**src/rtl/core/kst_pkg.sv**
```systemverilog
// shared types and codes of the keyed slot table
`default_nettype none

package kst_pkg;

	localparam logic [1:0] MODE_ALLOC = 2'd0;
	localparam logic [1:0] MODE_GET   = 2'd1;
	localparam logic [1:0] MODE_SET   = 2'd2;
	localparam logic [1:0] MODE_FREE  = 2'd3;

	localparam logic [1:0] ST_OK      = 2'd0;
	localparam logic [1:0] ST_PRESENT = 2'd1;
	localparam logic [1:0] ST_FULL    = 2'd2;
	localparam logic [1:0] ST_MISSING = 2'd3;

	localparam int KEY_W  = 32;
	localparam int WORD_W = 48;
	localparam int SIDX_W = 4;

	typedef struct packed {
		logic [1:0]        mode;
		logic [KEY_W-1:0]  owner_key;
		logic [WORD_W-1:0] write_word;
	} kst_req_t;

	typedef struct packed {
		logic [1:0]        status;
		logic [WORD_W-1:0] read_word;
		logic [SIDX_W-1:0] slot_index;
	} kst_rsp_t;

	// slot updates applied at the end of a search pass
	typedef enum logic [1:0] {
		UPD_ALLOC,
		UPD_SET,
		UPD_FREE
	} kst_upd_t;

	typedef struct packed {
		logic              en;
		kst_upd_t          op;
		logic [KEY_W-1:0]  key;
		logic [WORD_W-1:0] word;
	} kst_cmd_t;

	// search token handed from cell to cell
	typedef struct packed {
		logic              vld;
		logic              hit;
		logic              free;
		logic [WORD_W-1:0] word;
	} kst_tok_t;

endpackage

`default_nettype wire

```
**src/rtl/core/kst_cell.sv**
```systemverilog
// one slot of the table: holds valid, key and word, passes the search token on
`default_nettype none

module kst_cell #(
	parameter int IW  = 4,
	parameter int IDX = 0
) (
	input  logic                          clk,
	input  logic                          arst_n,
	input  logic [kst_pkg::KEY_W-1:0]     req_key,
	input  kst_pkg::kst_tok_t             tok_in,
	input  logic [IW-1:0]                 hit_idx_in,
	input  logic [IW-1:0]                 free_idx_in,
	output kst_pkg::kst_tok_t             tok_out,
	output logic [IW-1:0]                 hit_idx_out,
	output logic [IW-1:0]                 free_idx_out,
	input  kst_pkg::kst_cmd_t             cmd,
	input  logic [IW-1:0]                 cmd_idx
);
	import kst_pkg::*;

	logic              valid_q;
	logic [KEY_W-1:0]  key_q;
	logic [WORD_W-1:0] word_q;
	logic              tok_vld_q;
	kst_tok_t          tok_d;
	kst_tok_t          tok_q;
	logic [IW-1:0]     hit_idx_d, free_idx_d, hit_idx_q, free_idx_q;
	logic              match, take_hit, take_free, sel;

	assign match     = valid_q && (key_q == req_key);
	assign take_hit  = tok_in.vld && !tok_in.hit && match;
	assign take_free = tok_in.vld && !tok_in.free && !valid_q;
	assign sel       = cmd.en && (cmd_idx == IW'(IDX));

	always_comb begin
		tok_d      = tok_in;
		hit_idx_d  = hit_idx_in;
		free_idx_d = free_idx_in;
		if (take_hit) begin
			tok_d.hit  = 1'b1;
			tok_d.word = word_q;
			hit_idx_d  = IW'(IDX);
		end
		if (take_free) begin
			tok_d.free = 1'b1;
			free_idx_d = IW'(IDX);
		end
	end

	always_ff @(posedge clk or negedge arst_n) begin
		if (!arst_n) begin
			valid_q   <= 1'b0;
			tok_vld_q <= 1'b0;
		end else begin
			tok_vld_q <= tok_in.vld;
			if (sel) begin
				unique case (cmd.op)
					UPD_ALLOC: valid_q <= 1'b1;
					UPD_FREE:  valid_q <= 1'b0;
					default:   valid_q <= valid_q;
				endcase
			end
		end
	end

	// slot payload and token payload
	always_ff @(posedge clk) begin
		tok_q      <= tok_d;
		hit_idx_q  <= hit_idx_d;
		free_idx_q <= free_idx_d;
		if (sel) begin
			unique case (cmd.op)
				UPD_ALLOC: begin
					key_q  <= cmd.key;
					word_q <= '0;
				end
				UPD_SET:  word_q <= cmd.word;
				UPD_FREE: word_q <= '0;
				default:  word_q <= word_q;
			endcase
		end
	end

	always_comb begin
		tok_out     = tok_q;
		tok_out.vld = tok_vld_q;
	end
	assign hit_idx_out  = hit_idx_q;
	assign free_idx_out = free_idx_q;

endmodule

`default_nettype wire

```
**src/rtl/core/keyed_slot_table_top.sv**
```systemverilog
// keyed slot table: a chain of slot cells searched by a travelling token
// done trails the transfer via launch_q, each cell's token reg and done_q
// one request per search pass; the token walks one cell a cycle
// reset: arst_n clears every slot's valid mark and the control state at once
// the result is shown for one cycle on done; the receiver cannot stall
`default_nettype none

module keyed_slot_table_top #(
	parameter int SLOTS = 16
) (
	input  logic              clk,
	input  logic              arst_n,
	input  logic              start,
	output logic              busy,
	input  kst_pkg::kst_req_t req,
	output logic              done,
	output kst_pkg::kst_rsp_t rsp
);
	import kst_pkg::*;

	localparam int IW = (SLOTS > 1) ? $clog2(SLOTS) : 1;

	// request held for the whole search pass
	kst_req_t req_q;
	logic     busy_q;
	logic     launch_q;
	logic     done_q;
	kst_rsp_t rsp_q;

	// token chain: entry 0 is the launch, entry k+1 leaves cell k
	kst_tok_t      tok      [SLOTS+1];
	logic [IW-1:0] hit_idx  [SLOTS+1];
	logic [IW-1:0] free_idx [SLOTS+1];

	kst_cmd_t      cmd;
	logic [IW-1:0] cmd_idx;
	kst_rsp_t      rsp_d;
	logic          fin;
	logic          accept;
	kst_tok_t      last;
	logic [IW+3:0] hit_ext, free_ext;

	assign accept = start && !busy_q;

	// empty token enters the first cell the cycle after the transfer
	always_comb begin
		tok[0]      = '0;
		tok[0].vld  = launch_q;
		hit_idx[0]  = '0;
		free_idx[0] = '0;
	end

	for (genvar k = 0; k < SLOTS; k++) begin : g_cell
		kst_cell #(
			.IW  (IW),
			.IDX (k)
		) u_cell (
			.clk          (clk),
			.arst_n       (arst_n),
			.req_key      (req_q.owner_key),
			.tok_in       (tok[k]),
			.hit_idx_in   (hit_idx[k]),
			.free_idx_in  (free_idx[k]),
			.tok_out      (tok[k+1]),
			.hit_idx_out  (hit_idx[k+1]),
			.free_idx_out (free_idx[k+1]),
			.cmd          (cmd),
			.cmd_idx      (cmd_idx)
		);
	end

	assign last     = tok[SLOTS];
	assign fin      = last.vld;
	// slot number narrowed or widened to the 4-bit result field
	assign hit_ext  = {4'b0, hit_idx[SLOTS]};
	assign free_ext = {4'b0, free_idx[SLOTS]};

	// decide the outcome and the slot update once the token leaves the last cell
	always_comb begin
		rsp_d       = '0;
		cmd         = '0;
		cmd.op      = UPD_SET;
		cmd.key     = req_q.owner_key;
		cmd.word    = req_q.write_word;
		cmd_idx     = hit_idx[SLOTS];
		priority if (req_q.mode == MODE_ALLOC) begin
			priority if (last.hit) begin
				rsp_d.status     = ST_PRESENT;
				rsp_d.slot_index = hit_ext[3:0];
			end else if (last.free) begin
				rsp_d.status     = ST_OK;
				rsp_d.slot_index = free_ext[3:0];
				cmd.en           = fin;
				cmd.op           = UPD_ALLOC;
				cmd_idx          = free_idx[SLOTS];
			end else begin
				rsp_d.status = ST_FULL;
			end
		end else if (!last.hit) begin
			rsp_d.status = ST_MISSING;
		end else begin
			rsp_d.status     = ST_OK;
			rsp_d.slot_index = hit_ext[3:0];
			unique case (req_q.mode)
				MODE_GET: rsp_d.read_word = last.word;
				MODE_SET: begin
					cmd.en = fin;
					cmd.op = UPD_SET;
				end
				MODE_FREE: begin
					cmd.en = fin;
					cmd.op = UPD_FREE;
				end
				default: rsp_d.read_word = '0;
			endcase
		end
	end

	// control: busy from transfer until the pass ends, done for one cycle
	always_ff @(posedge clk or negedge arst_n) begin
		if (!arst_n) begin
			busy_q   <= 1'b0;
			launch_q <= 1'b0;
			done_q   <= 1'b0;
		end else begin
			launch_q <= accept;
			done_q   <= fin;
			if (accept) begin
				busy_q <= 1'b1;
			end else if (fin) begin
				busy_q <= 1'b0;
			end
		end
	end

	// request and result payload
	always_ff @(posedge clk) begin
		if (accept) begin
			req_q <= req;
		end
		if (fin) begin
			rsp_q <= rsp_d;
		end
	end

	assign busy = busy_q;
	assign done = done_q;
	assign rsp  = rsp_q;

endmodule

`default_nettype wire

```
**config.mk**
```make
export PLATFORM = sky130hd
export DESIGN_NAME = keyed_slot_table_top
export DESIGN_NICKNAME = d
export VERILOG_FILES = /design/src/rtl/core/kst_pkg.sv /design/src/rtl/core/kst_cell.sv /design/src/rtl/core/keyed_slot_table_top.sv
export SDC_FILE = /design/constraint.sdc
export NUM_CORES = 2
export LEC_CHECK = 0
export ABC_CLOCK_PERIOD_IN_PS = 4250
export BUFFER_PORTS_ARGS = -buffer_cell sky130_fd_sc_hd__buf_2
export CAP_MARGIN = 20
export CORE_MARGIN = 4
export CORE_UTILIZATION = 28
export CTS_BUF_LIST = sky130_fd_sc_hd__clkbuf_4 sky130_fd_sc_hd__clkbuf_8
export CTS_CLUSTER_SIZE = 10
export DETAILED_ROUTE_END_ITERATION = 8
export PLACE_DENSITY = 0.5
export SYNTH_ARGS = -nofsm -noshare
export SYNTH_HDL_FRONTEND = slang
export SYNTH_SLANG_ARGS = --single-unit
```
**constraint.sdc**
```tcl
create_clock -name clk -period 4.25 [get_ports clk]
set_input_delay 0.2125 -clock clk [delete_from_list [all_inputs] [get_ports clk]]
set_output_delay 0.2125 -clock clk [all_outputs]
set_load 0.01 [all_outputs]
```
After elaboration in Yosys (flattened, before gate mapping)
Cells that the tools add are included.
{"block": "totals", "reg_bits": 2349, "latchBits": 0, "ram_bits": 0, "rom_bits": 0, "inputBits": 85, "output_inout_bits": 56, "wordCells": 426, "mem_count": 0}
{"block": "classes", "addsub": 0, "mul": 0, "div_mod_pow": 0, "n_lt_le_gt_ge": 0, "n_eq_ne": 36, "shifts": 0, "mux": 39, "bitwise": 2, "n_reduce_logical": 198}
{"operator": "$mux W48", "n": 15}
{"operator": "$eq A32 B32 Y1", "n": 16}
{"operator": "$pmux W48 S2", "n": 1}
{"operator": "$reduce_and A2 Y1", "n": 48}
{"operator": "$logic_and A1 B1 Y1", "n": 95}
{"operator": "$logic_not A1 Y1", "n": 47}
{"operator": "$eq A4 B4 Y1 const B", "n": 8}
{"operator": "$mux W4", "n": 7}
{"operator": "$eq A4 B3 Y1 const B", "n": 4}
{"operator": "$mux W3", "n": 4}
{"operator": "$eq A4 B2 Y1 const B", "n": 2}
{"operator": "$mux W2", "n": 4}
{"operator": "$eq A2 B2 Y1 const B", "n": 3}
{"operator": "$mux W1", "n": 6}
{"operator": "$pmux W3 S2", "n": 1}
{"operator": "$reduce_bool A2 Y1", "n": 3}
{"operator": "$eq A2 B1 Y1 const B", "n": 2}
{"operator": "$eq A4 B1 Y1 const B", "n": 1}
{"operator": "$logic_not A2 Y1", "n": 2}
{"operator": "$logic_not A4 Y1", "n": 1}
{"operator": "$reduce_or A3 Y1", "n": 1}
{"operator": "$not A1 Y1", "n": 2}
{"operator": "$pmux W1 S2", "n": 1}
{"operator": "$reduce_or A2 Y1", "n": 1}

Depth between registers and ports, before layout
{"block": "logic_depth", "depth_word": 8, "ltp_mapped": 9, "ltp_nobuf": 5}

Hierarchy
From an unflattened synthesis, not the netlist that was laid out.
{"block": "hier_totals", "hier_cells": 5160, "hier_area_um2": 84949.0}
{"mod": "kst_cell at g_cell[10].u_cell ...", "n_inst": 8, "cells_per_inst": 309, "area_per_inst_um2": 5013.6, "seq_area_each_um2": 3613.5}
{"mod": "kst_cell at g_cell[0].u_cell ...", "n_inst": 5, "cells_per_inst": 309, "area_per_inst_um2": 5011.1, "seq_area_each_um2": 3613.5}
{"mod": "kst_cell at g_cell[13].u_cell ...", "n_inst": 2, "cells_per_inst": 310, "area_per_inst_um2": 5013.6, "seq_area_each_um2": 3613.5}
{"mod": "kst_cell at g_cell[15].u_cell", "n_inst": 1, "cells_per_inst": 309, "area_per_inst_um2": 5087.4, "seq_area_each_um2": 3613.5}
{"mod": "keyed_slot_table_top", "n_inst": 1, "cells_per_inst": 214, "area_per_inst_um2": 4670.7, "seq_area_each_um2": 4159.0}

Least setup slack after synthesis
No wires, ideal clock.
{"block": "synth_timing", "kind": "reg2reg", "from": "reg g_cell[15].u_cell.tok_vld_q", "to": "reg g_cell[14].u_cell.word_q[0] (enable)", "setup_ns": 0.454, "arrival_time_ns": 4.194, "required_ns": 3.796, "path_slack_ns": -0.398, "path_stages_with_launch": 5, "n_path_buf": 1, "synth_period_minus_slack_ns": 4.648, "path_cell_list": "dfrtp_1 > a21boi_0 > o21ai_0 > buf_2 > nor2_1"}
{"block": "synth_between", "elab_chain_cells": 5, "word_cells_on_any_way": 7, "cone_classes": "5 x mux; 2 x reduce/logical"}
{"element": "from (decl)", "line": "kst_cell.sv:25", "source": "logic tok_vld_q;"}
{"element": "from (signal assigned)", "line": "kst_cell.sv:56", "source": "tok_vld_q <= tok_in.vld;"}
{"element": "$pmux W3 S2 / $mux W3 (equally long branches)", "line": "keyed_slot_table_top.sv:104, keyed_slot_table_top.sv:90"}
{"element": "$mux W3 (on tied branches)", "line": "keyed_slot_table_top.sv:99, keyed_slot_table_top.sv:87"}
{"element": "$mux W3 *", "line": "keyed_slot_table_top.sv:86", "source": "priority if (req_q.mode == MODE_ALLOC) begin"}
{"element": "$logic_and A1 B1 Y1 *", "line": "kst_cell.sv:34", "source": "assign sel = cmd.en && (cmd_idx == IW'(IDX));"}
{"element": "$reduce_and A2 Y1 (no source line) *"}
{"element": "to (signal assigned)", "line": "kst_cell.sv:78", "source": "UPD_SET: word_q <= cmd.word;"}
{"element": "to (signal assigned)", "line": "kst_cell.sv:80", "source": "default: word_q <= word_q;"}
{"element": "to (decl)", "line": "kst_cell.sv:24", "source": "logic [WORD_W-1:0] word_q;"}
Mark *: on every way between the ends. The rest lies on a longest branch, timed or not.
A chain may end at the register's enable or synchronous reset.

==> flow_metrics.py <==
metrics = {
    "cts": {
        "cts_htree_levels": 5,
        "root_buffer": "clkbuf_8",
        "clkTransAtPathRegs_ps": 60,
        "insertion_delay_ps": 1050,
        "cts_tree": "yes",
        "cts_setup_buffers": 0,
        "clk_path_buf_depth": 4,
        "cts.sinks": 2349,
        "cts_buffers": 387,
    },
    "timing": {
        "slew_viol_final": 0,
        "hold_slack_ps": 287.9,
        "worst_pin_slew_ps": 1068,
        "fin_setup_tns_ps": 0,
        "hold_violations": 0,
        "min_period_ps": 3715,
        "fin_crit_sh_pct": 87.41,
        "max_freq_ghz": 0.2692,
        "finClkSkew_ps": 111.5,
        "relSlewSlack_pct": 28.77,
        "rsz0062_at_grt": "no",
        "setup_viol": 0,
    },
    "logic_synthesis": {
        "syn_area_um2": 78750,
        "async_reset_ff_share_pct": 1.490,
        "yosys.area.top_type": "edfxtp_1",
        "synth_warnings": 0,
        "synthTopCellsByArea": "edfxtp_1, dfxtp_1, mux2_2",
        "synth_cell_types": 45,
        "synth.ff_latch_count": 2349,
        "synth_nets": 4439,
        "syn_avg_cell_area_um2": 18.09,
        "synthCells": 4354,
        "seq_area_frac_synth_pct": 77.94,
        "synth_edf_count": 1416,
        "ys.flop_type": "edfxtp_1",
        "synth_top_area_share_pct": 54.00,
    },
    "detailed_routing": {
        "drtPass1Iterations": 5,
        "finalWirelength_mm": 174.4,
        "avgViaCountPerCell": 4.115,
        "drc": 0,
        "routed-via-count": 37330,
        "postRouteAntennaNets": 0,
        "initialDrtViolationCount": 1887,
        "wl_per_cell_um": 19.22,
    },
    "place": {
        "dp_cells": 8188,
        "port_buffers": 140,
        "gp_congestion": 0.7081,
        "dp_hpwl_mm": 96.45,
    },
    "worst_setup_path": {
        "cp_max_fo": 19,
        "rr_startpoint": "cmd[67]",
        "timing.setup.critical_path_class": "flip-flop to flip-flop",
        "required_ps": 5110,
        "worstRegToRegCells": 8,
        "crit_path_end_kind": "flip-flop",
        "critPathMaxStageDelay_ps": 840,
        "cp_data_arrival_time_ps": 4580,
        "path_cells": "buf_4 -> xor2_1 -> nor4_1 -> nand4_1 -> nor4_4 -> buf_12 -> buf_4 -> mux2_2",
        "r2r-end": "g_cell[3].u_cell.tok_out[41]",
        "r2r_slack_ps": 540,
        "worst_path_max_delay_cell": "edfxtp_1",
        "cp-start-kind": "flip-flop",
        "path_common_cell": "buf_4",
    },
    "die": {
        "die_w_um": 538.3,
        "io_pins": 141,
        "fp-row-count": 194,
        "dieArea_um2": 289800,
        "start_util_pct": 28.16,
        "core_area_um2": 279600,
        "die_h_um": 538.3,
    },
    "hold_path": {
        "holdCritPathClass": "input pin to asynchronous set/reset pin",
    },
    "grt": {
        "grt_overflow": 0,
        "grt_max_degree": 84,
        "antenna_found_initial": 20,
        "grt_pass1_wl_mm": 259.8,
        "track_usage_pct": 11.79,
        "grt_pass1_vias": 39790,
    },
    "run_status": {
        "status": "finished clean",
    },
    "final_layout": {
        "area_growth_pct": 20.81,
        "final_common_cell": "edfxtp_1",
        "final_cell_mix": "edfxtp_1, dfxtp_1, mux2_2, clkbuf_8, xor2_1",
        "nets": 5107,
        "drive_gt1_share_pct": 33.02,
        "layout.cells.non_filler": 9073,
    },
    "run": {
        "cap_violations": 0,
    },
    "pwr": {
        "power_density_nw_per_um2": 472.8,
        "power_leakage_uw": 0.03476,
        "ir_drop_mv": 0.2765,
    },
}
==> cells by family (layout without fill, tap and decap cells) <==
group / after synthesis / count (layout) / share of synthesized area [%]
DFF: 2349 / 2349 / 77.94
muxes: 720 / 720 / 10.30
and+or+nand+nor: 570 / 570 / 4.547
xor gates and xnor gates: 510 / 510 / 5.672
buffers and inverters: 171 / 1159 / 1.182
AOI/OAI and AO/OA: 34 / 34 / 0.3623
other: 0 / 7 / 0
==> cell usage after synthesis (2+ instances only) <==
library cell,number
a21oi_1,2
a22o_1,5
and2_1,97
and3_1,54
buf_2,108
buf_4,29
buf_6,6
clkbuf_1,25
dfrtp_1,35
dfxtp_1,898
edfxtp_1,1416
inv_1,3
mux2_1,55
mux2_2,665
nand2_1,21
nand2b_1,30
nand3_1,19
nand4_1,27
nand4b_1,11
nor2_1,61
nor2b_1,36
nor3_1,18
nor3b_1,4
nor4_1,96
nor4_2,3
nor4_4,13
o21ai_0,4
o22a_1,4
o32a_1,12
or2_2,72
or4_1,2
or4_4,2
xnor2_1,74
xor2_1,436
==> sequential cells by signal, indices dropped and copies added (netlist names), 2 cells and up <==
signal and cells:
g_cell.u_cell.tok_vld_q 16, g_cell.u_cell.free_idx_out 49, cmd 80, g_cell.u_cell.valid_q 16, g_cell.u_cell.word_q 768, g_cell.u_cell.hit_idx_out 49
req_q 2, rsp 54, g_cell.u_cell.key_q 512, g_cell.u_cell.tok_out 800
==> critical path: cells and delay by family (launching register included) <==
family	cells	cell delay (ps)
muxes	1	370
and+or+nand+nor	3	1350
buffers and inverters	3	920
DFF	1	840
xor gates and xnor gates	1	120
==> metal layers <==
layer  global-route usage (%)  routed length, um
met4                    3.422               3871
met5                        0                  0
met3                    2.139               6640
met2                    20.22              86230
met1                    15.21              77630
==> through the flow <==
step                total power, uW  utilization [%]  area [um2]  worst slack [ps]
floorplan                     24510                -       78760            -398.1
global placement              24580            30.42       85060             350.4
detailed placement            24590            30.42       85080             359.7
CTS                           45720            34.02       95120             387.0
global route                  46810            34.02       95130             422.1
finish                        44980            34.02       95130             535.0
==> worst max path at each step <==
stage          cells after the start  slack [ps]                        start                           end
2_1_floorplan                      4        -400  g_cell[15].u_cell.tok_vld_q   g_cell[14].u_cell.word_q[0]
3_3_place_gp                       8         350                      cmd[67]  g_cell[3].u_cell.tok_out[34]
3_5_place_dp                       8         360                      cmd[67]  g_cell[3].u_cell.tok_out[34]
4_1_cts                            8         390                      cmd[67]  g_cell[3].u_cell.tok_out[39]
5_1_grt                            5         420                    req_q[81]  g_cell[14].u_cell.word_q[25]
6_report                           8         540                      cmd[67]  g_cell[3].u_cell.tok_out[41]
==> final cells by class <==
class                           count  area [um2]
Inverter                            3       11.26
Clock buffer                      628        7473
Sequential cell                  2349       61380
Multi-Input combinational cell   1834       16720
Tap cell                         3724        4659
Antenna cell                        7       17.52
Clock inverter                     81       865.8
Timing Repair Buffer              447        4009
Fill cell                       26850      184500
==> what timing repair did <==
action,4_1_cts,5_1_grt
hold buffers,169,0
gates resized for setup,0,0
endpoints found under the hold margin,201,0
==> power breakdown <==
group	internal [uW]	switching [uW]	total [uW]
registers	24000	20.0	24000
logic	168	70.3	238
clock network	11700	9030	20800
No activity file was read; power rests on OpenSTA's default activity.
